[src/hdl/lfp_pkg.sv]
// Shared types and constants of the lidar frame parser.
`default_nettype none

package lfp_pkg;

    localparam int FRAME_BYTES = 9;
    localparam int COUNT_W = 4;
    localparam int DATA_BYTES = FRAME_BYTES - 3;
    localparam int STORE_IDX_W = $clog2(DATA_BYTES);
    localparam logic [COUNT_W-1:0] FIRST_DATA_COUNT = 4'd2;
    localparam logic [COUNT_W-1:0] LAST_COUNT = 4'd8;

    localparam logic [7:0] HDR_BYTE = 8'h59;
    localparam logic [15:0] MAX_DIST_RESET = 16'd2200;
    localparam logic signed [16:0] TEMP_OFFSET = 17'sd2731;
    localparam logic [15:0] DIV10_RECIP = 16'd52429;
    localparam int DIV10_SHIFT = 19;
    localparam int TEMP_W = 14;

    typedef enum logic [1:0] {
        PH_SEARCH1 = 2'd0,
        PH_SEARCH2 = 2'd1,
        PH_COLLECT = 2'd2
    } phase_t;

    typedef enum logic [1:0] {
        ST_VALID     = 2'd0,
        ST_CSUM_ERR  = 2'd1,
        ST_RANGE_ERR = 2'd2
    } status_t;

    typedef struct packed {
        logic        csum_ok;
        logic [15:0] range_cm;
        logic [15:0] strength;
        logic [15:0] raw_temp;
    } frame_rec_t;

endpackage

`default_nettype wire

[src/hdl/lfp_byte_if.sv]
// Handshake channels for received bytes and for parsed results.
`default_nettype none

interface lfp_byte_if;
    logic       valid;
    logic       ready;
    logic [7:0] rx_byte;

    modport source (output valid, output rx_byte, input ready);
    modport sink (input valid, input rx_byte, output ready);
endinterface

interface lfp_result_if;
    logic               valid;
    logic               ready;
    logic [1:0]         status;
    logic [15:0]        range_cm;
    logic [15:0]        strength;
    logic signed [13:0] temperature;

    modport source (output valid, output status, output range_cm, output strength,
                    output temperature, input ready);
    modport sink (input valid, input status, input range_cm, input strength,
                  input temperature, output ready);
endinterface

`default_nettype wire

[src/hdl/lfp_front.sv]
// Front end: header search, byte collection and checksum of each frame.
`default_nettype none

module lfp_front (
    input  wire logic              clk,
    input  wire logic              rst_n,
    lfp_byte_if.sink               rx,
    output logic                   push_valid,
    output lfp_pkg::frame_rec_t    push_rec,
    input  wire logic              push_ready
);

    lfp_pkg::phase_t                   phase_reg, phase_next;
    logic [lfp_pkg::COUNT_W-1:0]       count_reg, count_next;
    logic [7:0]                        sum_reg, sum_next;
    logic [7:0]                        store_reg [lfp_pkg::DATA_BYTES];
    logic                              store_we;
    logic [lfp_pkg::STORE_IDX_W-1:0]   store_idx;
    logic                              accept;
    logic                              is_hdr;
    logic                              last_byte;

    assign rx.ready  = push_ready;
    assign accept    = rx.valid && push_ready;
    assign is_hdr    = (rx.rx_byte == lfp_pkg::HDR_BYTE);
    assign last_byte = (count_reg == lfp_pkg::LAST_COUNT);
    assign store_idx = lfp_pkg::STORE_IDX_W'(count_reg - lfp_pkg::FIRST_DATA_COUNT);

    always_comb
    begin
        phase_next = phase_reg;
        if (accept)
        begin
            case (phase_reg)
                lfp_pkg::PH_SEARCH2:
                begin
                    phase_next = is_hdr ? lfp_pkg::PH_COLLECT : lfp_pkg::PH_SEARCH1;
                end
                lfp_pkg::PH_COLLECT:
                begin
                    if (last_byte)
                    begin
                        phase_next = lfp_pkg::PH_SEARCH1;
                    end
                end
                default:
                begin
                    phase_next = is_hdr ? lfp_pkg::PH_SEARCH2 : lfp_pkg::PH_SEARCH1;
                end
            endcase
        end
    end

    always_comb
    begin
        count_next = count_reg;
        sum_next   = sum_reg;
        store_we   = 1'b0;
        push_valid = 1'b0;
        if (accept)
        begin
            case (phase_reg)
                lfp_pkg::PH_SEARCH2:
                begin
                    if (is_hdr)
                    begin
                        sum_next   = sum_reg + rx.rx_byte;
                        count_next = lfp_pkg::FIRST_DATA_COUNT;
                    end
                end
                lfp_pkg::PH_COLLECT:
                begin
                    if (last_byte)
                    begin
                        count_next = '0;
                        push_valid = 1'b1;
                    end
                    else
                    begin
                        sum_next   = sum_reg + rx.rx_byte;
                        count_next = count_reg + 1'b1;
                        store_we   = 1'b1;
                    end
                end
                default:
                begin
                    if (is_hdr)
                    begin
                        sum_next   = rx.rx_byte;
                        count_next = lfp_pkg::COUNT_W'(1);
                    end
                end
            endcase
        end
    end

    always_comb
    begin
        push_rec.csum_ok  = (sum_reg == rx.rx_byte);
        push_rec.range_cm = {store_reg[1], store_reg[0]};
        push_rec.strength = {store_reg[3], store_reg[2]};
        push_rec.raw_temp = {store_reg[5], store_reg[4]};
    end

    always_ff @(posedge clk or negedge rst_n)
    begin
        if (!rst_n)
        begin
            phase_reg <= lfp_pkg::PH_SEARCH1;
            count_reg <= '0;
            sum_reg   <= '0;
        end
        else
        begin
            phase_reg <= phase_next;
            count_reg <= count_next;
            sum_reg   <= sum_next;
        end
    end

    always_ff @(posedge clk)
    begin
        if (store_we)
        begin
            store_reg[store_idx] <= rx.rx_byte;
        end
    end

endmodule

`default_nettype wire

[src/hdl/lfp_queue.sv]
// Short queue of parsed frames between the front end and the back end.
`default_nettype none

module lfp_queue #(
    parameter int DEPTH = 2
) (
    input  wire logic                 clk,
    input  wire logic                 rst_n,
    input  wire logic                 push,
    input  wire lfp_pkg::frame_rec_t  push_rec,
    output logic                      full,
    input  wire logic                 pop,
    output logic                      pop_valid,
    output lfp_pkg::frame_rec_t       pop_rec
);

    localparam int PTR_W = $clog2(DEPTH);
    localparam int CNT_W = $clog2(DEPTH + 1);

    lfp_pkg::frame_rec_t mem [DEPTH];
    logic [PTR_W-1:0]    wr_ptr_reg, wr_ptr_next;
    logic [PTR_W-1:0]    rd_ptr_reg, rd_ptr_next;
    logic [CNT_W-1:0]    cnt_reg, cnt_next;

    assign full      = (cnt_reg == CNT_W'(DEPTH));
    assign pop_valid = (cnt_reg != '0);
    assign pop_rec   = mem[rd_ptr_reg];

    always_comb
    begin
        wr_ptr_next = wr_ptr_reg;
        rd_ptr_next = rd_ptr_reg;
        cnt_next    = cnt_reg;
        if (push)
        begin
            wr_ptr_next = (wr_ptr_reg == PTR_W'(DEPTH - 1)) ? '0 : wr_ptr_reg + 1'b1;
        end
        if (pop)
        begin
            rd_ptr_next = (rd_ptr_reg == PTR_W'(DEPTH - 1)) ? '0 : rd_ptr_reg + 1'b1;
        end
        if (push && !pop)
        begin
            cnt_next = cnt_reg + 1'b1;
        end
        else if (pop && !push)
        begin
            cnt_next = cnt_reg - 1'b1;
        end
    end

    always_ff @(posedge clk or negedge rst_n)
    begin
        if (!rst_n)
        begin
            wr_ptr_reg <= '0;
            rd_ptr_reg <= '0;
            cnt_reg    <= '0;
        end
        else
        begin
            wr_ptr_reg <= wr_ptr_next;
            rd_ptr_reg <= rd_ptr_next;
            cnt_reg    <= cnt_next;
        end
    end

    always_ff @(posedge clk)
    begin
        if (push)
        begin
            mem[wr_ptr_reg] <= push_rec;
        end
    end

endmodule

`default_nettype wire

[src/hdl/lfp_back.sv]
// Back end: range check, temperature conversion and the result register.
`default_nettype none

module lfp_back (
    input  wire logic                 clk,
    input  wire logic                 rst_n,
    input  wire logic                 q_valid,
    input  wire lfp_pkg::frame_rec_t  q_rec,
    output logic                      pop,
    input  wire logic [15:0]          max_dist,
    lfp_result_if.source              res
);

    logic                         a_valid_reg;
    lfp_pkg::status_t             a_status_reg, a_status_next;
    logic [15:0]                  a_dist_reg, a_dist_next;
    logic [15:0]                  a_str_reg, a_str_next;
    logic                         a_neg_reg, a_neg_next;
    logic [31:0]                  a_prod_reg, a_prod_next;

    logic                         out_valid_reg;
    logic [1:0]                   out_status_reg;
    logic [15:0]                  out_dist_reg;
    logic [15:0]                  out_str_reg;
    logic [lfp_pkg::TEMP_W-1:0]   out_temp_reg, out_temp_next;

    logic                         adv_a;
    logic                         adv_b;
    logic signed [16:0]           diff;
    logic [15:0]                  mag;
    logic                         range_ok;
    logic [lfp_pkg::TEMP_W-1:0]   quot;

    assign adv_b = !out_valid_reg || res.ready;
    assign adv_a = !a_valid_reg || adv_b;
    assign pop   = q_valid && adv_a;

    always_comb
    begin
        diff        = $signed({1'b0, q_rec.raw_temp}) - lfp_pkg::TEMP_OFFSET;
        a_neg_next  = diff[16];
        mag         = diff[16] ? 16'(-diff) : diff[15:0];
        a_prod_next = 32'(mag) * 32'(lfp_pkg::DIV10_RECIP);
        range_ok    = (q_rec.range_cm != 16'd0) && (q_rec.range_cm <= max_dist);
        if (!q_rec.csum_ok)
        begin
            a_status_next = lfp_pkg::ST_CSUM_ERR;
            a_dist_next   = '0;
            a_str_next    = '0;
        end
        else
        begin
            a_status_next = range_ok ? lfp_pkg::ST_VALID : lfp_pkg::ST_RANGE_ERR;
            a_dist_next   = q_rec.range_cm;
            a_str_next    = q_rec.strength;
        end
    end

    always_comb
    begin
        quot = {1'b0, a_prod_reg[31:lfp_pkg::DIV10_SHIFT]};
        if (a_status_reg == lfp_pkg::ST_CSUM_ERR)
        begin
            out_temp_next = '0;
        end
        else if (a_neg_reg)
        begin
            out_temp_next = '0 - quot;
        end
        else
        begin
            out_temp_next = quot;
        end
    end

    always_ff @(posedge clk or negedge rst_n)
    begin
        if (!rst_n)
        begin
            a_valid_reg   <= 1'b0;
            out_valid_reg <= 1'b0;
        end
        else
        begin
            if (adv_a)
            begin
                a_valid_reg <= q_valid;
            end
            if (adv_b)
            begin
                out_valid_reg <= a_valid_reg;
            end
        end
    end

    always_ff @(posedge clk)
    begin
        if (pop)
        begin
            a_status_reg <= a_status_next;
            a_dist_reg   <= a_dist_next;
            a_str_reg    <= a_str_next;
            a_neg_reg    <= a_neg_next;
            a_prod_reg   <= a_prod_next;
        end
        if (adv_b && a_valid_reg)
        begin
            out_status_reg <= a_status_reg;
            out_dist_reg   <= a_dist_reg;
            out_str_reg    <= a_str_reg;
            out_temp_reg   <= out_temp_next;
        end
    end

    assign res.valid       = out_valid_reg;
    assign res.status      = out_status_reg;
    assign res.range_cm    = out_dist_reg;
    assign res.strength    = out_str_reg;
    assign res.temperature = $signed(out_temp_reg);

endmodule

`default_nettype wire

[src/hdl/lidar_frame_parser.sv]
// Top level of the nine-byte lidar serial frame parser.
// The rx channel takes one received serial byte per word. The parser syncs on two
// header bytes, collects the rest of a nine-byte frame and checks its checksum.
// The res channel gives one word per frame: status, distance, strength and the
// temperature in degrees Celsius. A frame with a bad checksum gives zero fields.
// The config port writes the largest valid distance in centimeters; the user must
// write it only while no frame is in flight, since the parser does not enforce this.
// One byte is accepted in every cycle while the queue is not full. The result of a
// frame passes from the queue through a register for the range check and the multiply
// by the reciprocal of ten, then through the sign fix into the result register.
// Frames wait in a two-entry queue between the front end and the back end, so a
// stalled receiver holds rx ready high until that queue fills; ready then stays
// low for every byte until the back end takes a frame out of the queue.
// Reset returns the parser to the header search, empties the queue and the result
// register, and sets the distance limit to 2200 cm.
`default_nettype none

module lidar_frame_parser #(
    parameter int QUEUE_DEPTH = 2
) (
    input  wire logic         clk,
    input  wire logic         rst_n,
    lfp_byte_if.sink          rx,
    lfp_result_if.source      res,
    input  wire logic         cfg_we,
    input  wire logic [15:0]  cfg_wdata
);

    logic [15:0]          max_dist_reg, max_dist_next;
    logic                 push_valid;
    lfp_pkg::frame_rec_t  push_rec;
    logic                 q_full;
    logic                 q_pop;
    logic                 q_valid;
    lfp_pkg::frame_rec_t  q_rec;

    assign max_dist_next = cfg_we ? cfg_wdata : max_dist_reg;

    always_ff @(posedge clk or negedge rst_n)
    begin
        if (!rst_n)
        begin
            max_dist_reg <= lfp_pkg::MAX_DIST_RESET;
        end
        else
        begin
            max_dist_reg <= max_dist_next;
        end
    end

    lfp_front u_front (
        .clk        (clk),
        .rst_n      (rst_n),
        .rx         (rx),
        .push_valid (push_valid),
        .push_rec   (push_rec),
        .push_ready (!q_full)
    );

    lfp_queue #(
        .DEPTH (QUEUE_DEPTH)
    ) u_queue (
        .clk       (clk),
        .rst_n     (rst_n),
        .push      (push_valid),
        .push_rec  (push_rec),
        .full      (q_full),
        .pop       (q_pop),
        .pop_valid (q_valid),
        .pop_rec   (q_rec)
    );

    lfp_back u_back (
        .clk      (clk),
        .rst_n    (rst_n),
        .q_valid  (q_valid),
        .q_rec    (q_rec),
        .pop      (q_pop),
        .max_dist (max_dist_reg),
        .res      (res)
    );

endmodule

`default_nettype wire

[src/flat_wrapper.sv]
// flat-port wrapper written by rule: the top's interface ports become plain ports
module lidar_frame_parser_flat 
#(
    parameter int QUEUE_DEPTH = 2
)
  (clk, rst_n, cfg_we, cfg_wdata, rx_valid, rx_rx_byte, rx_ready, res_valid, res_status, res_range_cm, res_strength, res_temperature, res_ready);
  lfp_byte_if rx_i ();
  lfp_result_if res_i ();
  input  wire logic clk;
  input  wire logic rst_n;
  input  wire logic cfg_we;
  input  wire logic [15:0] cfg_wdata;
  input wire logic [$bits(rx_i.valid)-1:0] rx_valid;
  input wire logic [$bits(rx_i.rx_byte)-1:0] rx_rx_byte;
  output wire logic [$bits(rx_i.ready)-1:0] rx_ready;
  output wire logic [$bits(res_i.valid)-1:0] res_valid;
  output wire logic [$bits(res_i.status)-1:0] res_status;
  output wire logic [$bits(res_i.range_cm)-1:0] res_range_cm;
  output wire logic [$bits(res_i.strength)-1:0] res_strength;
  output wire logic [$bits(res_i.temperature)-1:0] res_temperature;
  input wire logic [$bits(res_i.ready)-1:0] res_ready;
  assign rx_i.valid = rx_valid;
  assign rx_i.rx_byte = rx_rx_byte;
  assign rx_ready = rx_i.ready;
  assign res_valid = res_i.valid;
  assign res_status = res_i.status;
  assign res_range_cm = res_i.range_cm;
  assign res_strength = res_i.strength;
  assign res_temperature = res_i.temperature;
  assign res_i.ready = res_ready;
  lidar_frame_parser #(.QUEUE_DEPTH(QUEUE_DEPTH)) u_core (.clk(clk), .rst_n(rst_n), .rx(rx_i), .res(res_i), .cfg_we(cfg_we), .cfg_wdata(cfg_wdata));
endmodule
[config.mk]
export PLATFORM = sky130hd
export DESIGN_NAME = lidar_frame_parser_flat
export DESIGN_NICKNAME = d
export VERILOG_FILES = /design/src/hdl/lfp_pkg.sv /design/src/hdl/lfp_byte_if.sv /design/src/hdl/lfp_front.sv /design/src/hdl/lfp_queue.sv /design/src/hdl/lfp_back.sv /design/src/hdl/lidar_frame_parser.sv /design/src/flat_wrapper.sv
export SDC_FILE = /design/constraint.sdc
export NUM_CORES = 1
export LEC_CHECK = 0
export ABC_AREA = 0
export BUFFER_PORTS_ARGS = -buffer_cell sky130_fd_sc_hd__buf_2
export CAP_MARGIN = 30
export CORE_UTILIZATION = 49
export CTS_CLUSTER_DIAMETER = 30
export DETAILED_ROUTE_END_ITERATION = 6
export PLACE_DENSITY_LB_ADDON = 0.05
export SLEW_MARGIN = 5
export SYNTH_ARGS = -nofsm -noshare
export SYNTH_HDL_FRONTEND = slang
export SYNTH_SLANG_ARGS = --single-unit
export TNS_END_PERCENT = 20
[constraint.sdc]
create_clock -name clk -period 8.28 [get_ports clk]
set_input_delay 0.828 -clock clk [delete_from_list [all_inputs] [get_ports clk]]
set_output_delay 0.828 -clock clk [all_outputs]
set_load 0.05 [all_outputs]
==> run metrics <==
clock buffer count from CTS 52; largest net degree at the start of global routing 61; Area growth syn-to-layout 19.24%; M1 WL around 15 mm; Post-route DRC 0; CP startpoint kind flop; # port buffers ~80; Initial Util 0.4992; wire length of the first global-routing pass about 54 mm; CP peak stage delay ~0.55 ns; HPWL after DPL between 20 and 30 mm; clock skew ~0.028 ns; total track usage 0.2134; post-route setup TNS 0 ns; Mapped Nets approximately 1,600; number of synthesized register bits between 200 and 300; DR pass1 iterations 4; status complete, no violations; most numerous cell in the Yosys netlist edfxtp_1; Max-Cap Viols 0; width of the die between 150 and 200 um; clock latency on the worst-skew pair about 0.57 ns; Fin. Hold Viols 0; Post-CTS Hold Buffers 0; register area share after synthesis 0.5020; Hold WC Path Type in2async; Yosys warning total 0; count of cell types in the netlist between 80 and 90; TritonCTS clock tree done; Synth top area share 0.4463; CTS root buf clkbuf_16; share of cells above drive strength 1 0.1805; WL/cell approximately 18 um; final wirelength about 34 mm; DR top layer met4; initial antenna violation count 0; routed vias 9,726; Post-DRT Antenna Nets 0; crit end category flop; Critical Path AT a little over 8 ns; CTS Sinks about 280; mean post-synth cell area 12.62 um2; vias in the first global route between 10,000 and 15,000; Largest register FFs 98; Period minus WS final 7.864 ns; Final Setup Violations 0; # diodes 0; Post-synth EDFFs 242; routed wl met2 17.01 mm; Initial DRC Count approximately 440; H-tree depth 2; Least-Margin Pin Slew just under 0.9 ns; maximum clock frequency 127.2 MHz; CP max stage cell fa_1; Final nets around 1,700; max-slew violation count 0; GPL Wtd Cong 0.9081; Vias per Instance 5.063; Synth Instances between 1,000 and 1,500; worst path required time roughly 8.6 ns; IO Count just under 80; die area between 0.03 and 0.04 mm2; gr ovfl total 0; met3 WL 1.304 mm; die height between 150 and 200 um; cell area after synthesis ~0.016 mm2; clk buf depth 3; largest cells by area after synthesis edfxtp_1 45%, ha_1 13%, fa_1 9.7%; core area ~0.033 mm2; register clock-pin slew on the reported worst setup and hold paths roughly 0.050 ns; Worst Path Max Fanout 11; Std-Cell Rows 66; relative slew slack 0.4131; top_reg_cell synth edfxtp_1; fillers around 2,700; Tcrit/Tclk final 0.9498; Post-synth top cells 242 x edfxtp_1, 200 x inv_1, 164 x ha_1; Crit Path Class reg2reg; Yosys top cell by area edfxtp_1; ys async rst share 0.1295
## cell type report
| cell class | instances | area (um2) | area share |
|---|---|---|---|
| flip-flops and latches | 278 | 8177 | 0.4212 |
| well taps | 442 | 553.0 | 0.02848 |
| repair buffers | 110 | 693.2 | 0.03570 |
| clock inverters | 44 | 530.5 | 0.02732 |
| clock buffers | 54 | 1340 | 0.06902 |
| inverters | 202 | 758.2 | 0.03905 |
| multi-input cells | 791 | 7363 | 0.3793 |
## final timing paths
path                                             start                        endpoint  slack [ns]  depth (start not counted)
max                          u_core.u_queue.rd_ptr_reg    u_core.u_back.a_prod_reg[26]        0.42                         29
min                                              rst_n          u_core.max_dist_reg[2]        0.12                          1
max reg2reg                  u_core.u_queue.rd_ptr_reg    u_core.u_back.a_prod_reg[26]        0.42                         29
min reg2reg                u_core.u_back.a_str_reg[14]  u_core.u_back.res.strength[14]        0.41                          0
max in group asynchronous                        rst_n         u_core.max_dist_reg[11]        7.65                          2
min in group clk           u_core.u_back.a_str_reg[14]  u_core.u_back.res.strength[14]        0.41                          0
## critical path, delay by kind of cell, from the launching register on
kind                       cells  cell delay, ns
and+or+nand+nor                3            0.77
xor gates and xnor gates       3            0.58
adders and majority gates      8            3.32
DFF                            1            0.52
muxes                          1            0.30
buffers and inverters          5            0.44
AOI/OAI and AO/OA              9            1.65
## cells by family (layout without fill, tap and decap cells)
family	Yosys count	in the layout	synth area share
AO/OA/AOI/OAI	171	171	0.07070
AND/OR/NAND/NOR	259	259	0.07846
buffers and inverters	221	410	0.05325
adder cells (fa/ha/maj)	243	243	0.2232
flip-flops	278	278	0.5020
XOR/XNOR	60	60	0.03412
multiplexers	58	58	0.03835
## timing repair
| item | CTS | global route |
|---|---|---|
| cloned | 0 | 1 |
| resized for setup | 3 | 13 |
| buffers inserted | 0 | 3 |
| pin swaps | 0 | 1 |
| setup endpoints to repair | 3 | 7 |
## layer usage
layer / vias to the layer above / GRT usage
met4: 0 / 0.07833
met2: 163 / 0.3645
met5: - / 0
met3: 48 / 0.03596
li1: 4801 / -
met1: 4714 / 0.2726
## stage by stage
stage | setup WS (ns) | util | cells | hold slack [ns] | area, um2
3_5_place_dp | -0.1251 | 0.5330 | 1819 | 0.4045 | 17380
5_1_grt | -0.02756 | 0.5952 | 1921 | 0.1121 | 19410
6_report | 0.4160 | 0.5952 | 1921 | 0.1232 | 19410
2_1_floorplan | 0.01251 | - | 1290 | 0.4003 | 16290
3_3_place_gp | 0.1096 | 0.5323 | 1818 | 0.4010 | 17360
4_1_cts | 0.06165 | 0.5907 | 1917 | 0.09679 | 19270
## layout by cell type, fill, tap and decap left out, types with 6 or more instances in the layout
cell type	count
nor3_1	15
inv_6	11
a21oi_1	38
o21a_1	10
buf_4	28
o21ai_0	48
buf_2	78
dfrtp_1	31
o21bai_1	7
ha_1	164
nand4_1	13
nor2_1	84
clkinv_2	6
bufinv_16	8
xor2_1	26
mux2i_1	43
nand3_1	12
inv_1	199
mux2_2	8
fa_1	79
edfxtp_1	242
xnor2_1	27
a31oi_1	6
nand2_1	66
clkbuf_16	54
or3_1	7
nor2b_1	17
a21o_1	17
clkinvlp_4	9
Power is not shown: default switching activity piles up to over one toggle a cycle in this logic, so the estimate is an artifact.
